===== src/rtl/ifhc_pkg.sv =====
// ============================================================================
// ifhc_pkg: shared types and constants for the ipv4 flow hash block
// Frame item, result item, front-to-back command, crc32c byte step.
// ============================================================================
`default_nettype none

package ifhc_pkg;

  // frame position counter width, saturating
  localparam int LENGTH_BITS = 16;
  typedef logic [LENGTH_BITS-1:0] pos_t;

  // command queue between front and back
  localparam int QUEUE_DEPTH = 4;
  localparam int QUEUE_AW    = $clog2(QUEUE_DEPTH);

  // crc32c, reflected form
  localparam logic [31:0] CRC32C_POLY = 32'h82F6_3B78;

  // header byte positions and sizes
  localparam int ETH_HDR_LEN    = 14;
  localparam int L4_HASH_BYTES  = 4;
  localparam int L4_MIN_EXTRA   = 8;
  localparam int POS_ETYPE_HI   = 12;
  localparam int POS_ETYPE_LO   = 13;
  localparam int POS_IHL        = 14;
  localparam int POS_FRAG_HI    = 20;
  localparam int POS_FRAG_LO    = 21;
  localparam int POS_PROTO      = 23;
  localparam int POS_ADDR_FIRST = 26;
  localparam int POS_ADDR_LAST  = 33;

  localparam logic [7:0] ETYPE_HI_IPV4 = 8'h08;
  localparam logic [7:0] ETYPE_LO_IPV4 = 8'h00;
  localparam logic [3:0] IHL_MIN       = 4'd5;
  localparam logic [7:0] PROTO_TCP     = 8'd6;
  localparam logic [7:0] PROTO_UDP     = 8'd17;

  // l4_kind codes
  localparam logic [1:0] L4_NONE   = 2'd0;
  localparam logic [1:0] L4_TCP    = 2'd1;
  localparam logic [1:0] L4_UDP    = 2'd2;
  localparam logic [1:0] L4_NOT_IP = 2'd3;

  // which value the result carries as its hash
  typedef enum logic [1:0] {
    SEL_VALUE,
    SEL_ADDR,
    SEL_FULL
  } hash_sel_t;

  typedef struct packed {
    logic [7:0]  frame_byte;
    logic        frame_first;
    logic        frame_last;
    logic        nic_hash_valid;
    logic [31:0] nic_hash_value;
  } in_item_t;

  typedef struct packed {
    logic [31:0] flow_hash;
    logic        hash_written;
    logic        distribute;
    logic [1:0]  l4_kind;
  } out_item_t;

  // per-byte command from the classifier to the hash engine
  typedef struct packed {
    logic [7:0]  data;
    logic        first;
    logic        upd_addr;
    logic        upd_full;
    logic        last;
    hash_sel_t   sel;
    logic [31:0] value;
    logic        hash_written;
    logic        distribute;
    logic [1:0]  l4_kind;
  } cmd_t;

  // one byte through the reflected crc32c
  function automatic logic [31:0] crc32c_byte(input logic [31:0] crc, input logic [7:0] b);
    logic [31:0] c;
    c = crc ^ {24'h00_0000, b};
    for (int k = 0; k < 8; k++) begin
      c = c[0] ? ((c >> 1) ^ CRC32C_POLY) : (c >> 1);
    end
    return c;
  endfunction

endpackage

`default_nettype wire


===== src/rtl/ifhc_front.sv =====
// ============================================================================
// ifhc_front: frame parser and byte classifier
// Tracks the byte position, captures ethertype, ihl, fragment and protocol
// fields, and issues one hash command per accepted byte.
// ============================================================================
`default_nettype none

module ifhc_front (
  input  logic                clk,
  input  logic                rst_n,
  input  logic                cfg_wr_en,
  input  logic                cfg_wr_data,
  input  logic                in_valid,
  output logic                in_stall,
  input  ifhc_pkg::in_item_t  in_data,
  output logic                push,
  output ifhc_pkg::cmd_t      push_cmd,
  input  logic                queue_full
);

  logic                bypass_r;
  ifhc_pkg::pos_t      pos_r, pos_nxt;
  logic                eth_ok_r, eth_ok_nxt;
  logic                ipv4_r, ipv4_nxt;
  logic [3:0]          hw_r, hw_nxt;
  logic [7:0]          proto_r, proto_nxt;
  logic                frag_r, frag_nxt;
  logic                nic_vld_r, nic_vld_nxt;
  logic [31:0]         nic_val_r, nic_val_nxt;

  // frame state as seen by this byte, before and after field capture
  ifhc_pkg::pos_t      pos;
  logic                eth_ok_b, ipv4_b, frag_b, nic_vld_b;
  logic [3:0]          hw_b;
  logic [7:0]          proto_b;
  logic [31:0]         nic_val_b;
  logic                eth_ok_n, ipv4_n, frag_n;
  logic [3:0]          hw_n;
  logic [7:0]          proto_n;
  ifhc_pkg::pos_t      l4_start, l4_end, l4_min;
  logic                eligible, in_addr, in_l4, use_l4, accept;

  // config register
  always_ff @(posedge clk) begin
    if (!rst_n) begin
      bypass_r <= 1'b0;
    end else if (cfg_wr_en) begin
      bypass_r <= cfg_wr_data;
    end
  end

  assign in_stall = queue_full;
  assign accept   = in_valid && !queue_full;
  assign push     = accept;

  // frame start restarts the state
  always_comb begin
    pos       = in_data.frame_first ? '0    : pos_r;
    eth_ok_b  = in_data.frame_first ? 1'b0  : eth_ok_r;
    ipv4_b    = in_data.frame_first ? 1'b0  : ipv4_r;
    hw_b      = in_data.frame_first ? 4'h0  : hw_r;
    proto_b   = in_data.frame_first ? 8'h00 : proto_r;
    frag_b    = in_data.frame_first ? 1'b0  : frag_r;
    nic_vld_b = in_data.frame_first ? in_data.nic_hash_valid : nic_vld_r;
    nic_val_b = in_data.frame_first ? in_data.nic_hash_value : nic_val_r;
  end

  // header field capture
  always_comb begin
    eth_ok_n = eth_ok_b;
    ipv4_n   = ipv4_b;
    hw_n     = hw_b;
    proto_n  = proto_b;
    frag_n   = frag_b;
    if (pos == ifhc_pkg::pos_t'(ifhc_pkg::POS_ETYPE_HI)) begin
      eth_ok_n = (in_data.frame_byte == ifhc_pkg::ETYPE_HI_IPV4);
    end else if (pos == ifhc_pkg::pos_t'(ifhc_pkg::POS_ETYPE_LO)) begin
      ipv4_n = eth_ok_b && (in_data.frame_byte == ifhc_pkg::ETYPE_LO_IPV4);
    end else if (pos == ifhc_pkg::pos_t'(ifhc_pkg::POS_IHL)) begin
      hw_n = in_data.frame_byte[3:0];
    end else if (pos == ifhc_pkg::pos_t'(ifhc_pkg::POS_FRAG_HI)) begin
      frag_n = frag_b || (|in_data.frame_byte[5:0]);
    end else if (pos == ifhc_pkg::pos_t'(ifhc_pkg::POS_FRAG_LO)) begin
      frag_n = frag_b || (|in_data.frame_byte);
    end else if (pos == ifhc_pkg::pos_t'(ifhc_pkg::POS_PROTO)) begin
      proto_n = in_data.frame_byte;
    end
  end

  // l4 window from the header length known before this byte
  assign l4_start = ifhc_pkg::pos_t'(ifhc_pkg::ETH_HDR_LEN) + ifhc_pkg::pos_t'({hw_b, 2'b00});
  assign l4_end   = l4_start + ifhc_pkg::pos_t'(ifhc_pkg::L4_HASH_BYTES);
  assign l4_min   = l4_start + ifhc_pkg::pos_t'(ifhc_pkg::L4_MIN_EXTRA);

  assign eligible = ipv4_n && (hw_n >= ifhc_pkg::IHL_MIN) && !frag_n &&
                    (proto_n == ifhc_pkg::PROTO_TCP || proto_n == ifhc_pkg::PROTO_UDP);
  assign in_addr  = ipv4_n && (pos >= ifhc_pkg::pos_t'(ifhc_pkg::POS_ADDR_FIRST)) &&
                    (pos <= ifhc_pkg::pos_t'(ifhc_pkg::POS_ADDR_LAST));
  assign in_l4    = eligible && (pos >= l4_start) && (pos < l4_end);
  assign use_l4   = eligible && (pos >= l4_min);

  // command build
  always_comb begin
    push_cmd          = '0;
    push_cmd.data     = in_data.frame_byte;
    push_cmd.first    = in_data.frame_first;
    push_cmd.upd_addr = in_addr;
    push_cmd.upd_full = in_addr || in_l4;
    push_cmd.last     = in_data.frame_last;
    push_cmd.sel      = ifhc_pkg::SEL_VALUE;
    if (bypass_r || nic_vld_b) begin
      push_cmd.value        = nic_vld_b ? nic_val_b : 32'h0;
      push_cmd.hash_written = 1'b0;
      push_cmd.distribute   = 1'b0;
      push_cmd.l4_kind      = ifhc_pkg::L4_NONE;
    end else if (!ipv4_n) begin
      push_cmd.value        = 32'h0;
      push_cmd.hash_written = 1'b0;
      push_cmd.distribute   = 1'b1;
      push_cmd.l4_kind      = ifhc_pkg::L4_NOT_IP;
    end else begin
      push_cmd.sel          = use_l4 ? ifhc_pkg::SEL_FULL : ifhc_pkg::SEL_ADDR;
      push_cmd.hash_written = 1'b1;
      push_cmd.distribute   = 1'b1;
      if (!use_l4) begin
        push_cmd.l4_kind = ifhc_pkg::L4_NONE;
      end else if (proto_n == ifhc_pkg::PROTO_TCP) begin
        push_cmd.l4_kind = ifhc_pkg::L4_TCP;
      end else begin
        push_cmd.l4_kind = ifhc_pkg::L4_UDP;
      end
    end
  end

  // next frame state
  always_comb begin
    pos_nxt     = pos_r;
    eth_ok_nxt  = eth_ok_r;
    ipv4_nxt    = ipv4_r;
    hw_nxt      = hw_r;
    proto_nxt   = proto_r;
    frag_nxt    = frag_r;
    nic_vld_nxt = nic_vld_r;
    nic_val_nxt = nic_val_r;
    if (accept) begin
      if (in_data.frame_last) begin
        pos_nxt     = '0;
        eth_ok_nxt  = 1'b0;
        ipv4_nxt    = 1'b0;
        hw_nxt      = 4'h0;
        proto_nxt   = 8'h00;
        frag_nxt    = 1'b0;
        nic_vld_nxt = 1'b0;
      end else begin
        pos_nxt     = (pos == '1) ? pos : pos + 1'b1;
        eth_ok_nxt  = eth_ok_n;
        ipv4_nxt    = ipv4_n;
        hw_nxt      = hw_n;
        proto_nxt   = proto_n;
        frag_nxt    = frag_n;
        nic_vld_nxt = nic_vld_b;
        nic_val_nxt = nic_val_b;
      end
    end
  end

  always_ff @(posedge clk) begin
    if (!rst_n) begin
      pos_r     <= '0;
      eth_ok_r  <= 1'b0;
      ipv4_r    <= 1'b0;
      hw_r      <= 4'h0;
      proto_r   <= 8'h00;
      frag_r    <= 1'b0;
      nic_vld_r <= 1'b0;
    end else begin
      pos_r     <= pos_nxt;
      eth_ok_r  <= eth_ok_nxt;
      ipv4_r    <= ipv4_nxt;
      hw_r      <= hw_nxt;
      proto_r   <= proto_nxt;
      frag_r    <= frag_nxt;
      nic_vld_r <= nic_vld_nxt;
    end
  end

  always_ff @(posedge clk) begin
    nic_val_r <= nic_val_nxt;
  end

  // a frame end always leaves a clean frame state
  a_last_clears: assert property (@(posedge clk) disable iff (!rst_n)
    accept && in_data.frame_last |=> pos_r == '0 && !ipv4_r && !nic_vld_r)
    else $error("frame state not cleared after frame end");

endmodule

`default_nettype wire


===== src/rtl/ifhc_queue.sv =====
// ============================================================================
// ifhc_queue: command queue between classifier and hash engine
// Small fifo of hash commands; push and pop may happen in the same cycle.
// ============================================================================
`default_nettype none

module ifhc_queue (
  input  logic            clk,
  input  logic            rst_n,
  input  logic            push,
  input  ifhc_pkg::cmd_t  push_cmd,
  output logic            full,
  input  logic            pop,
  output ifhc_pkg::cmd_t  head,
  output logic            empty
);

  ifhc_pkg::cmd_t                 entry_r [ifhc_pkg::QUEUE_DEPTH];
  logic [ifhc_pkg::QUEUE_AW-1:0]  wr_ptr_r, wr_ptr_nxt;
  logic [ifhc_pkg::QUEUE_AW-1:0]  rd_ptr_r, rd_ptr_nxt;
  logic [ifhc_pkg::QUEUE_AW:0]    count_r, count_nxt;
  logic                           do_push, do_pop;

  assign full    = (count_r == (ifhc_pkg::QUEUE_AW+1)'(ifhc_pkg::QUEUE_DEPTH));
  assign empty   = (count_r == '0);
  assign do_push = push && !full;
  assign do_pop  = pop && !empty;
  assign head    = entry_r[rd_ptr_r];

  // pointer and fill count update
  always_comb begin
    wr_ptr_nxt = do_push ? wr_ptr_r + 1'b1 : wr_ptr_r;
    rd_ptr_nxt = do_pop  ? rd_ptr_r + 1'b1 : rd_ptr_r;
    count_nxt  = count_r;
    if (do_push && !do_pop) begin
      count_nxt = count_r + 1'b1;
    end else if (do_pop && !do_push) begin
      count_nxt = count_r - 1'b1;
    end
  end

  always_ff @(posedge clk) begin
    if (!rst_n) begin
      wr_ptr_r <= '0;
      rd_ptr_r <= '0;
      count_r  <= '0;
    end else begin
      wr_ptr_r <= wr_ptr_nxt;
      rd_ptr_r <= rd_ptr_nxt;
      count_r  <= count_nxt;
    end
  end

  // entry storage
  always_ff @(posedge clk) begin
    if (do_push) begin
      entry_r[wr_ptr_r] <= push_cmd;
    end
  end

  a_no_overflow: assert property (@(posedge clk) disable iff (!rst_n)
    count_r <= (ifhc_pkg::QUEUE_AW+1)'(ifhc_pkg::QUEUE_DEPTH))
    else $error("queue count beyond depth");

  a_ptr_gap: assert property (@(posedge clk) disable iff (!rst_n)
    wr_ptr_r - rd_ptr_r == count_r[ifhc_pkg::QUEUE_AW-1:0])
    else $error("queue pointers disagree with fill count");

endmodule

`default_nettype wire


===== src/rtl/ifhc_back.sv =====
// ============================================================================
// ifhc_back: hash engine and result register
// Runs the address and full crc32c per command and forms the frame result
// on the last byte; the result register decouples the output stall.
// ============================================================================
`default_nettype none

module ifhc_back (
  input  logic                 clk,
  input  logic                 rst_n,
  input  ifhc_pkg::cmd_t       head,
  input  logic                 empty,
  output logic                 pop,
  output logic                 out_valid,
  input  logic                 out_stall,
  output ifhc_pkg::out_item_t  out_data
);

  logic [31:0]          addr_crc_r, addr_crc_nxt;
  logic [31:0]          full_crc_r, full_crc_nxt;
  logic                 out_valid_r, out_valid_nxt;
  ifhc_pkg::out_item_t  out_data_r, out_data_nxt;
  logic [31:0]          addr_base, full_base;
  logic [31:0]          addr_step, full_step, addr_new, full_new;
  logic                 out_free;

  assign out_free  = !out_valid_r || !out_stall;
  assign pop       = !empty && (!head.last || out_free);
  assign out_valid = out_valid_r;
  assign out_data  = out_data_r;

  // a frame start restarts both running sums
  assign addr_base = head.first ? 32'h0 : addr_crc_r;
  assign full_base = head.first ? 32'h0 : full_crc_r;

  // crc byte step for both running sums
  assign addr_step = ifhc_pkg::crc32c_byte(addr_base, head.data);
  assign full_step = ifhc_pkg::crc32c_byte(full_base, head.data);
  assign addr_new  = head.upd_addr ? addr_step : addr_base;
  assign full_new  = head.upd_full ? full_step : full_base;

  // crc state and result load
  always_comb begin
    addr_crc_nxt  = addr_crc_r;
    full_crc_nxt  = full_crc_r;
    out_valid_nxt = out_valid_r && out_stall;
    out_data_nxt  = out_data_r;
    if (pop) begin
      if (head.last) begin
        addr_crc_nxt              = 32'h0;
        full_crc_nxt              = 32'h0;
        out_valid_nxt             = 1'b1;
        out_data_nxt.hash_written = head.hash_written;
        out_data_nxt.distribute   = head.distribute;
        out_data_nxt.l4_kind      = head.l4_kind;
        case (head.sel)
          ifhc_pkg::SEL_ADDR: out_data_nxt.flow_hash = addr_new;
          ifhc_pkg::SEL_FULL: out_data_nxt.flow_hash = full_new;
          default:            out_data_nxt.flow_hash = head.value;
        endcase
      end else begin
        addr_crc_nxt = addr_new;
        full_crc_nxt = full_new;
      end
    end
  end

  always_ff @(posedge clk) begin
    if (!rst_n) begin
      addr_crc_r  <= 32'h0;
      full_crc_r  <= 32'h0;
      out_valid_r <= 1'b0;
    end else begin
      addr_crc_r  <= addr_crc_nxt;
      full_crc_r  <= full_crc_nxt;
      out_valid_r <= out_valid_nxt;
    end
  end

  always_ff @(posedge clk) begin
    out_data_r <= out_data_nxt;
  end

  a_crc_restart: assert property (@(posedge clk) disable iff (!rst_n)
    pop && head.last |=> addr_crc_r == 32'h0 && full_crc_r == 32'h0)
    else $error("crc not restarted after frame end");

  a_hold_result: assert property (@(posedge clk) disable iff (!rst_n)
    out_valid_r && out_stall |=> out_valid_r && $stable(out_data_r))
    else $error("pending result lost under stall");

endmodule

`default_nettype wire


===== src/rtl/ipv4_flow_hash_crc32c.sv =====
// ============================================================================
// ipv4_flow_hash_crc32c: ipv4 flow hash over addresses and l4 ports
// Byte-wide frame in, one result per frame with crc32c hash and l4 kind.
// ============================================================================
//
//   channel | direction | handshake           | transfer payload
//   --------+-----------+---------------------+-------------------------
//   in_     | input     | in_valid / in_stall | in_item_t, one frame byte
//   out_    | output    | out_valid/out_stall | out_item_t, one per frame
//   cfg_    | input     | cfg_wr_en           | hash_bypass bit
//
// one frame byte per clock sustained while in_stall is low, independent of frame length
// a result is loaded into the output register when the frame's last command pops from the queue
// a 4-entry command queue lets the parser keep taking bytes while a result
// waits under out_stall; in_stall rises only once that queue is full
// synchronous active-low reset clears frame state, crc state and bypass
//
`default_nettype none

module ipv4_flow_hash_crc32c (
  input  logic                 clk,
  input  logic                 rst_n,
  input  logic                 cfg_wr_en,
  input  logic                 cfg_wr_data,
  input  logic                 in_valid,
  output logic                 in_stall,
  input  ifhc_pkg::in_item_t   in_data,
  output logic                 out_valid,
  input  logic                 out_stall,
  output ifhc_pkg::out_item_t  out_data
);

  logic            push, queue_full, pop, queue_empty;
  ifhc_pkg::cmd_t  push_cmd, head_cmd;

  // parser and classifier
  ifhc_front u_front (
    .clk         (clk),
    .rst_n       (rst_n),
    .cfg_wr_en   (cfg_wr_en),
    .cfg_wr_data (cfg_wr_data),
    .in_valid    (in_valid),
    .in_stall    (in_stall),
    .in_data     (in_data),
    .push        (push),
    .push_cmd    (push_cmd),
    .queue_full  (queue_full)
  );

  // command queue
  ifhc_queue u_queue (
    .clk      (clk),
    .rst_n    (rst_n),
    .push     (push),
    .push_cmd (push_cmd),
    .full     (queue_full),
    .pop      (pop),
    .head     (head_cmd),
    .empty    (queue_empty)
  );

  // hash engine
  ifhc_back u_back (
    .clk       (clk),
    .rst_n     (rst_n),
    .head      (head_cmd),
    .empty     (queue_empty),
    .pop       (pop),
    .out_valid (out_valid),
    .out_stall (out_stall),
    .out_data  (out_data)
  );

endmodule

`default_nettype wire


===== config.mk =====
export PLATFORM = sky130hd
export DESIGN_NAME = ipv4_flow_hash_crc32c
export DESIGN_NICKNAME = d
export VERILOG_FILES = /design/src/rtl/ifhc_pkg.sv /design/src/rtl/ifhc_front.sv /design/src/rtl/ifhc_queue.sv /design/src/rtl/ifhc_back.sv /design/src/rtl/ipv4_flow_hash_crc32c.sv
export SDC_FILE = /design/constraint.sdc
export NUM_CORES = 1
export LEC_CHECK = 0
export BUFFER_PORTS_ARGS = -buffer_cell sky130_fd_sc_hd__buf_2
export CORE_MARGIN = 4
export CORE_UTILIZATION = 50
export CTS_CLUSTER_SIZE = 16
export DETAILED_ROUTE_END_ITERATION = 12
export PLACE_DENSITY = 0.67
export SLEW_MARGIN = 20
export SYNTH_ARGS = -nofsm -noshare
export SYNTH_HDL_FRONTEND = slang
export SYNTH_HIERARCHICAL = 1
export SYNTH_SLANG_ARGS = --single-unit

===== constraint.sdc =====
create_clock -name clk -period 4 [get_ports clk]
set_input_delay 0.2 -clock clk [delete_from_list [all_inputs] [get_ports clk]]
set_output_delay 0.2 -clock clk [all_outputs]
set_load 0.01 [all_outputs]

==> results.md <==
Yosys:
- Synthesis instantiated 97 different standard cells from the library.
- The portion of synthesized cell area occupied by the leading cell type is 39.7%.
- The fraction of synthesized cell area in xor and xnor cells is 12.0%.
- After synthesis, the share of flip-flops with an asynchronous set or reset is 0%.
- The gate count of the mapped netlist is 1658.
- In this run the cell area of the synthesized design comes to 20300 µm².
- The most area-hungry cell type in the Yosys netlist is edfxtp_1.
- The synthesized netlist net count is 1734.
- In this run, synthesis inferred 268 flip-flops with an integrated enable.
- In this run, synthesis produced a sequential element count of 375.
- The dominant register cell in the synthesized netlist is edfxtp_1.
- Of the total synthesized cell area, the portion taken by full adders, half adders and majority gates is 1.70%.
- Summing the areas of all compound-gate instances in the mapped netlist gives 11.2% of the synthesized area.
- A synthesized cell averages 12.2 µm².
- By area, the combinational part of the netlist is dominated by simple AND/OR/NAND/NOR gates.
- The number of synthesis warnings is 6.
- The share of synthesized area spent on multiplexers is 8.29%.
- The sequential-to-total area share from yosys stat is 50.3%.
- Sorting the synthesized cells by area gives the leading types as edfxtp_1, dfxtp_1, mux4_2, xnor2_1, nor2b_1.
- The synthesized-area fraction occupied by and/or/nand/nor cells is 12.0%.

CTS:
- The number of buffers inserted during clock tree synthesis is 40.
- Counting every sink on the clock net gives 375.
- The later pin in the worst-skew pair is clocked with a latency of 0.57 ns.
- Once the clock tree was built, the setup fixing pass inserted 0 buffers.
- The root cell of the clock tree is clkbuf_16.
- The largest buffer count on any clock path is 3.
- The clock-pin slew of the registers on the worst-case setup and hold paths is 0.06 ns.
- The depth of the CTS H-tree is 2.
- The TritonCTS clock tree is done.

Setup path:
- The critical-path maximum fanout is 50.
- The worst setup path is of the register to register kind.
- The endpoint arrival time on the critical path is 3.99 ns.
- Counting both buffers and inverters, the worst setup path holds a total of 1.
- The worst register-to-register path has a setup slack of 0.32 ns.
- The type of element launching the critical path is a register.
- On the critical path, the stage with the largest delay is an instance of mux4_2.
- The depth of the worst register-to-register path is 10.
- The cell type with the highest occurrence count on the critical path is xnor3_1.
- The endpoint of the lowest-slack register-to-register path is u_back/out_data[11].
- STA puts the critical path data required time at 4.31 ns.
- Walking the worst path, the cells encountered are mux4_2, buf_12, nor2b_1, xnor2_2, xnor3_1, xnor3_1, mux2i_1, a31oi_1, a2bb2oi_1, o21ai_0.
- STA classifies the critical path endpoint as a register.
- The maximum single-stage delay on the critical path is 0.61 ns.
- The cell family with the largest share of critical-path delay is XOR/XNOR gates.
- The total stage count of the critical path is 10.

Power and ir drop:
- The cell area power density is 1010 nW/µm².
- The fraction of power consumed by combinational cells is 59.4%.
- Net switching is 42.3% of the power.
- The internal cell power is 13.2 mW.
- The reported net switching power is 9.69 mW.
- The proportion of power drawn by the clock network is 16.1%.
- The highest ir drop seen on vdd is 0.000573 V.
- For this design the static power due to leakage is 7.87 nW.
- Of the total power, registers draw 24.5%.

Final layout:
- In the final layout, the multi-input gates occupy 9200 µm².
- Summing all flip-flop and latch instances after layout gives 10200 µm².
- Fill cells in the final layout number 3238.
- Summing all non-filler instances in the final layout gives an area of 22700 µm².
- The relative area change from synthesis to final layout is 12.1%.
- The number of nets in the layout is 1818.
- 0 antenna diodes ended up in the layout.
- The post-route netlist has 19.1% of its cells at a drive strength greater than 1.

GRT:
- Entering global routing, the biggest net connects 61 pins.
- Global routing used 24.1% of the available tracks across all layers.
- The first-pass GRT wire length is 82700 µm.
- The global route total overflow is 0.
- The via count of the first global-routing pass came to 13.5k.
- The initial antenna violation count is 1.

STA:
- The final critical-path required period is 3.68 ns.
- At the pin with the least slew margin, the transition time is 1.03 ns.
- Summed over all failing endpoints, the final setup total negative slack is 0 ns.
- The number of setup violations in the final report is 0.
- In this run the tightest slew margin relative to its limit is 31.0%.
- The peak clock frequency supported by timing is 272 MHz.
- The hold violation count in the final report is 0.
- Across all hold checks on the routed design, the worst slack comes to 0.0375 ns.
- The worst path uses 92.1% of the clock period.
- Setup repair after global routing left no endpoint under its margin.
- The number of slew-limit violations in the final report is 0.
- The worst clock skew is 0.0242 ns.

Die:
- The floorplan has 73 rows.
- The area inside the core boundary is 39900 µm².
- Measured along the y axis, the die boundary spans 209 µm.
- The die width is 209 µm.
- The floorplan die area is 43800 µm².
- The initial utilization of the core area, before any placement, comes to 50.8%.
- In this run the count of I/O pins placed on the die edge is 87.

Routing:
- The wire length per cell is 23.2 µm.
- The count of antenna-violating nets left after detailed routing is 0.
- The via total after detailed routing is 13.7k.
- The highest signal layer in the routed design is met4.
- Summed over all nets, wire length on met2 after detailed routing comes to 24400 µm.
- The detailed route wirelength on metal3 is 4340 µm.
- For this block, wires on met1 add up to 23200 µm.
- Dividing the detail-routed via count by the number of cells gives 5.97.
- The total iterations of the first detailed-routing run is 5.
- After detailed routing, the number of remaining DRC violations is 0.
- Summed over all layers, the routed wires come to 53400 µm.
- The number of DRC markers in iteration 0 is 1580.

Placed design:
- The instance area at placement is 21000 µm².
- The routability congestion estimate is 0.977.
- The wire-length estimate of the detail-placed layout is 36800 µm.
- The port buffer count is 86.

Min path:
- The worst hold path terminates at u_queue/entry_r[1][42].
- In this run the worst hold path is classified as input port to register.
- The startpoint identified for the worst hold timing path is in_data[35].
- Along the worst hold path, the cell count comes to 1.

Outcome:
- The run finished with clean final reports.

Flow run:
- Across the run, the number of max-cap violations was 0.
## stage by stage
stage               util [%]  total power, mW  setup slack [ns]  cells
finish                  56.9             22.9             0.318   2299
global route            56.9             24.0             0.149   2299
CTS                     56.9             22.8             0.307   2299
detailed placement      52.6             19.0             0.311   2182
global placement        52.6             18.9             0.406   2182
floorplan                  -             15.4             0.541   1658
## state kept, by name, summed over array words and instances (netlist names), 4 cells and up, named ones only
signal	flops
u_queue/entry_r	200
u_back/out_data	36
u_front/proto_r	8
u_back/addr_crc_r	32
u_front/pos_r	16
u_front/nic_val_r	32
u_front/hw_r	4
u_back/full_crc_r	32
## worst max path at each step
| stage | from | to | slack [ns] |
|---|---|---|---|
| finish | register | u_back/out_data[11] | 0.32 |
| global route | register | u_back/out_data[22] | 0.15 |
| CTS | register | u_back/out_data[11] | 0.31 |
| detailed placement | register | u_back/out_data[11] | 0.31 |
| global placement | register | u_back/out_data[11] | 0.41 |
| floorplan | in_data[34] | u_queue/entry_r[0][36] | 0.54 |
## repair_timing
item | CTS | global route
endpoints found under the setup margin | 0 | 0
hold buffers | 43 | 0
hold endpoints to repair | 62 | 0
gates resized for setup | 0 | 0
## final cells by class
| cell class | count | share of cell area, % |
|---|---|---|
| multi-input cells | 1108 | 40.5 |
| repair buffers | 173 | 5.35 |
| inverters | 44 | 0.727 |
| clock inverters | 25 | 1.05 |
| well taps | 525 | 2.89 |
| clock buffers | 49 | 4.64 |
| flip-flops and latches | 375 | 44.9 |
## synthesized netlist by cell type (20+ instances only)
master,n
edfxtp_1,268
nand2_1,128
nor2b_1,123
xnor2_1,109
dfxtp_1,107
o21ai_0,86
a22oi_1,63
clkbuf_1,62
nor2_1,54
mux4_2,50
inv_1,41
a21oi_1,38
nand3_1,34
mux2_2,33
xor2_1,32
and2_1,30
xnor3_1,28
ha_1,26
buf_2,22
buf_4,20
## cell families (layout without fill, tap and decap cells)
| kind of cell | Yosys count | in the layout |
|---|---|---|
| AOI/OAI and AO/OA | 337 | 337 |
| xor gates and xnor gates | 195 | 195 |
| adders and majority gates | 27 | 27 |
| buffers and inverters | 175 | 291 |
| DFF | 375 | 375 |
| muxes | 101 | 101 |
| and+or+nand+nor | 448 | 448 |
## worst register-to-register path, delay by kind of cell, from the launching register on
family / cells / cell delay [ns]
multiplexers: 2 / 0.73
flip-flops: 1 / 0.50
XOR/XNOR: 3 / 1.15
AO/OA/AOI/OAI: 3 / 0.60
buffers and inverters: 1 / 0.23
AND/OR/NAND/NOR: 1 / 0.23
## metal layers
metal / up-vias / GRT usage, %
met3: 93 / 4.51
met5: - / 0
met1: 6763 / 35.4
met4: 0 / 6.66
met2: 623 / 37.2
li1: 6244 / -
## layout by cell type (no fill, tap or decap), drive strengths merged, types with 26 or more instances in the layout
master | Yosys | layout
edfxtp | 268 | 268
buf | 67 | 130
nand2 | 129 | 129
nor2b | 124 | 124
xnor2 | 124 | 124
dfxtp | 107 | 107
o21ai | 96 | 96
a22oi | 63 | 63
nor2 | 57 | 57
mux4 | 50 | 50
clkbuf | 64 | 49
inv | 42 | 44
dlygate4sd3 | 0 | 43
a21oi | 38 | 38
xor2 | 38 | 38
nand3 | 34 | 34
mux2 | 34 | 34
xnor3 | 31 | 31
and2 | 30 | 30
ha | 26 | 26
## power by group through the flow
stage               registers (mW)  clock network (mW)  logic [mW]
CTS                           5.62                3.74        13.4
detailed placement            5.69                   0        13.3
global placement              5.67                   0        13.2
global route                  5.67                3.92        14.4
finish                        5.61                3.68        13.6
floorplan                     5.44                   0        9.99
No activity file was read; power rests on OpenSTA's default activity.
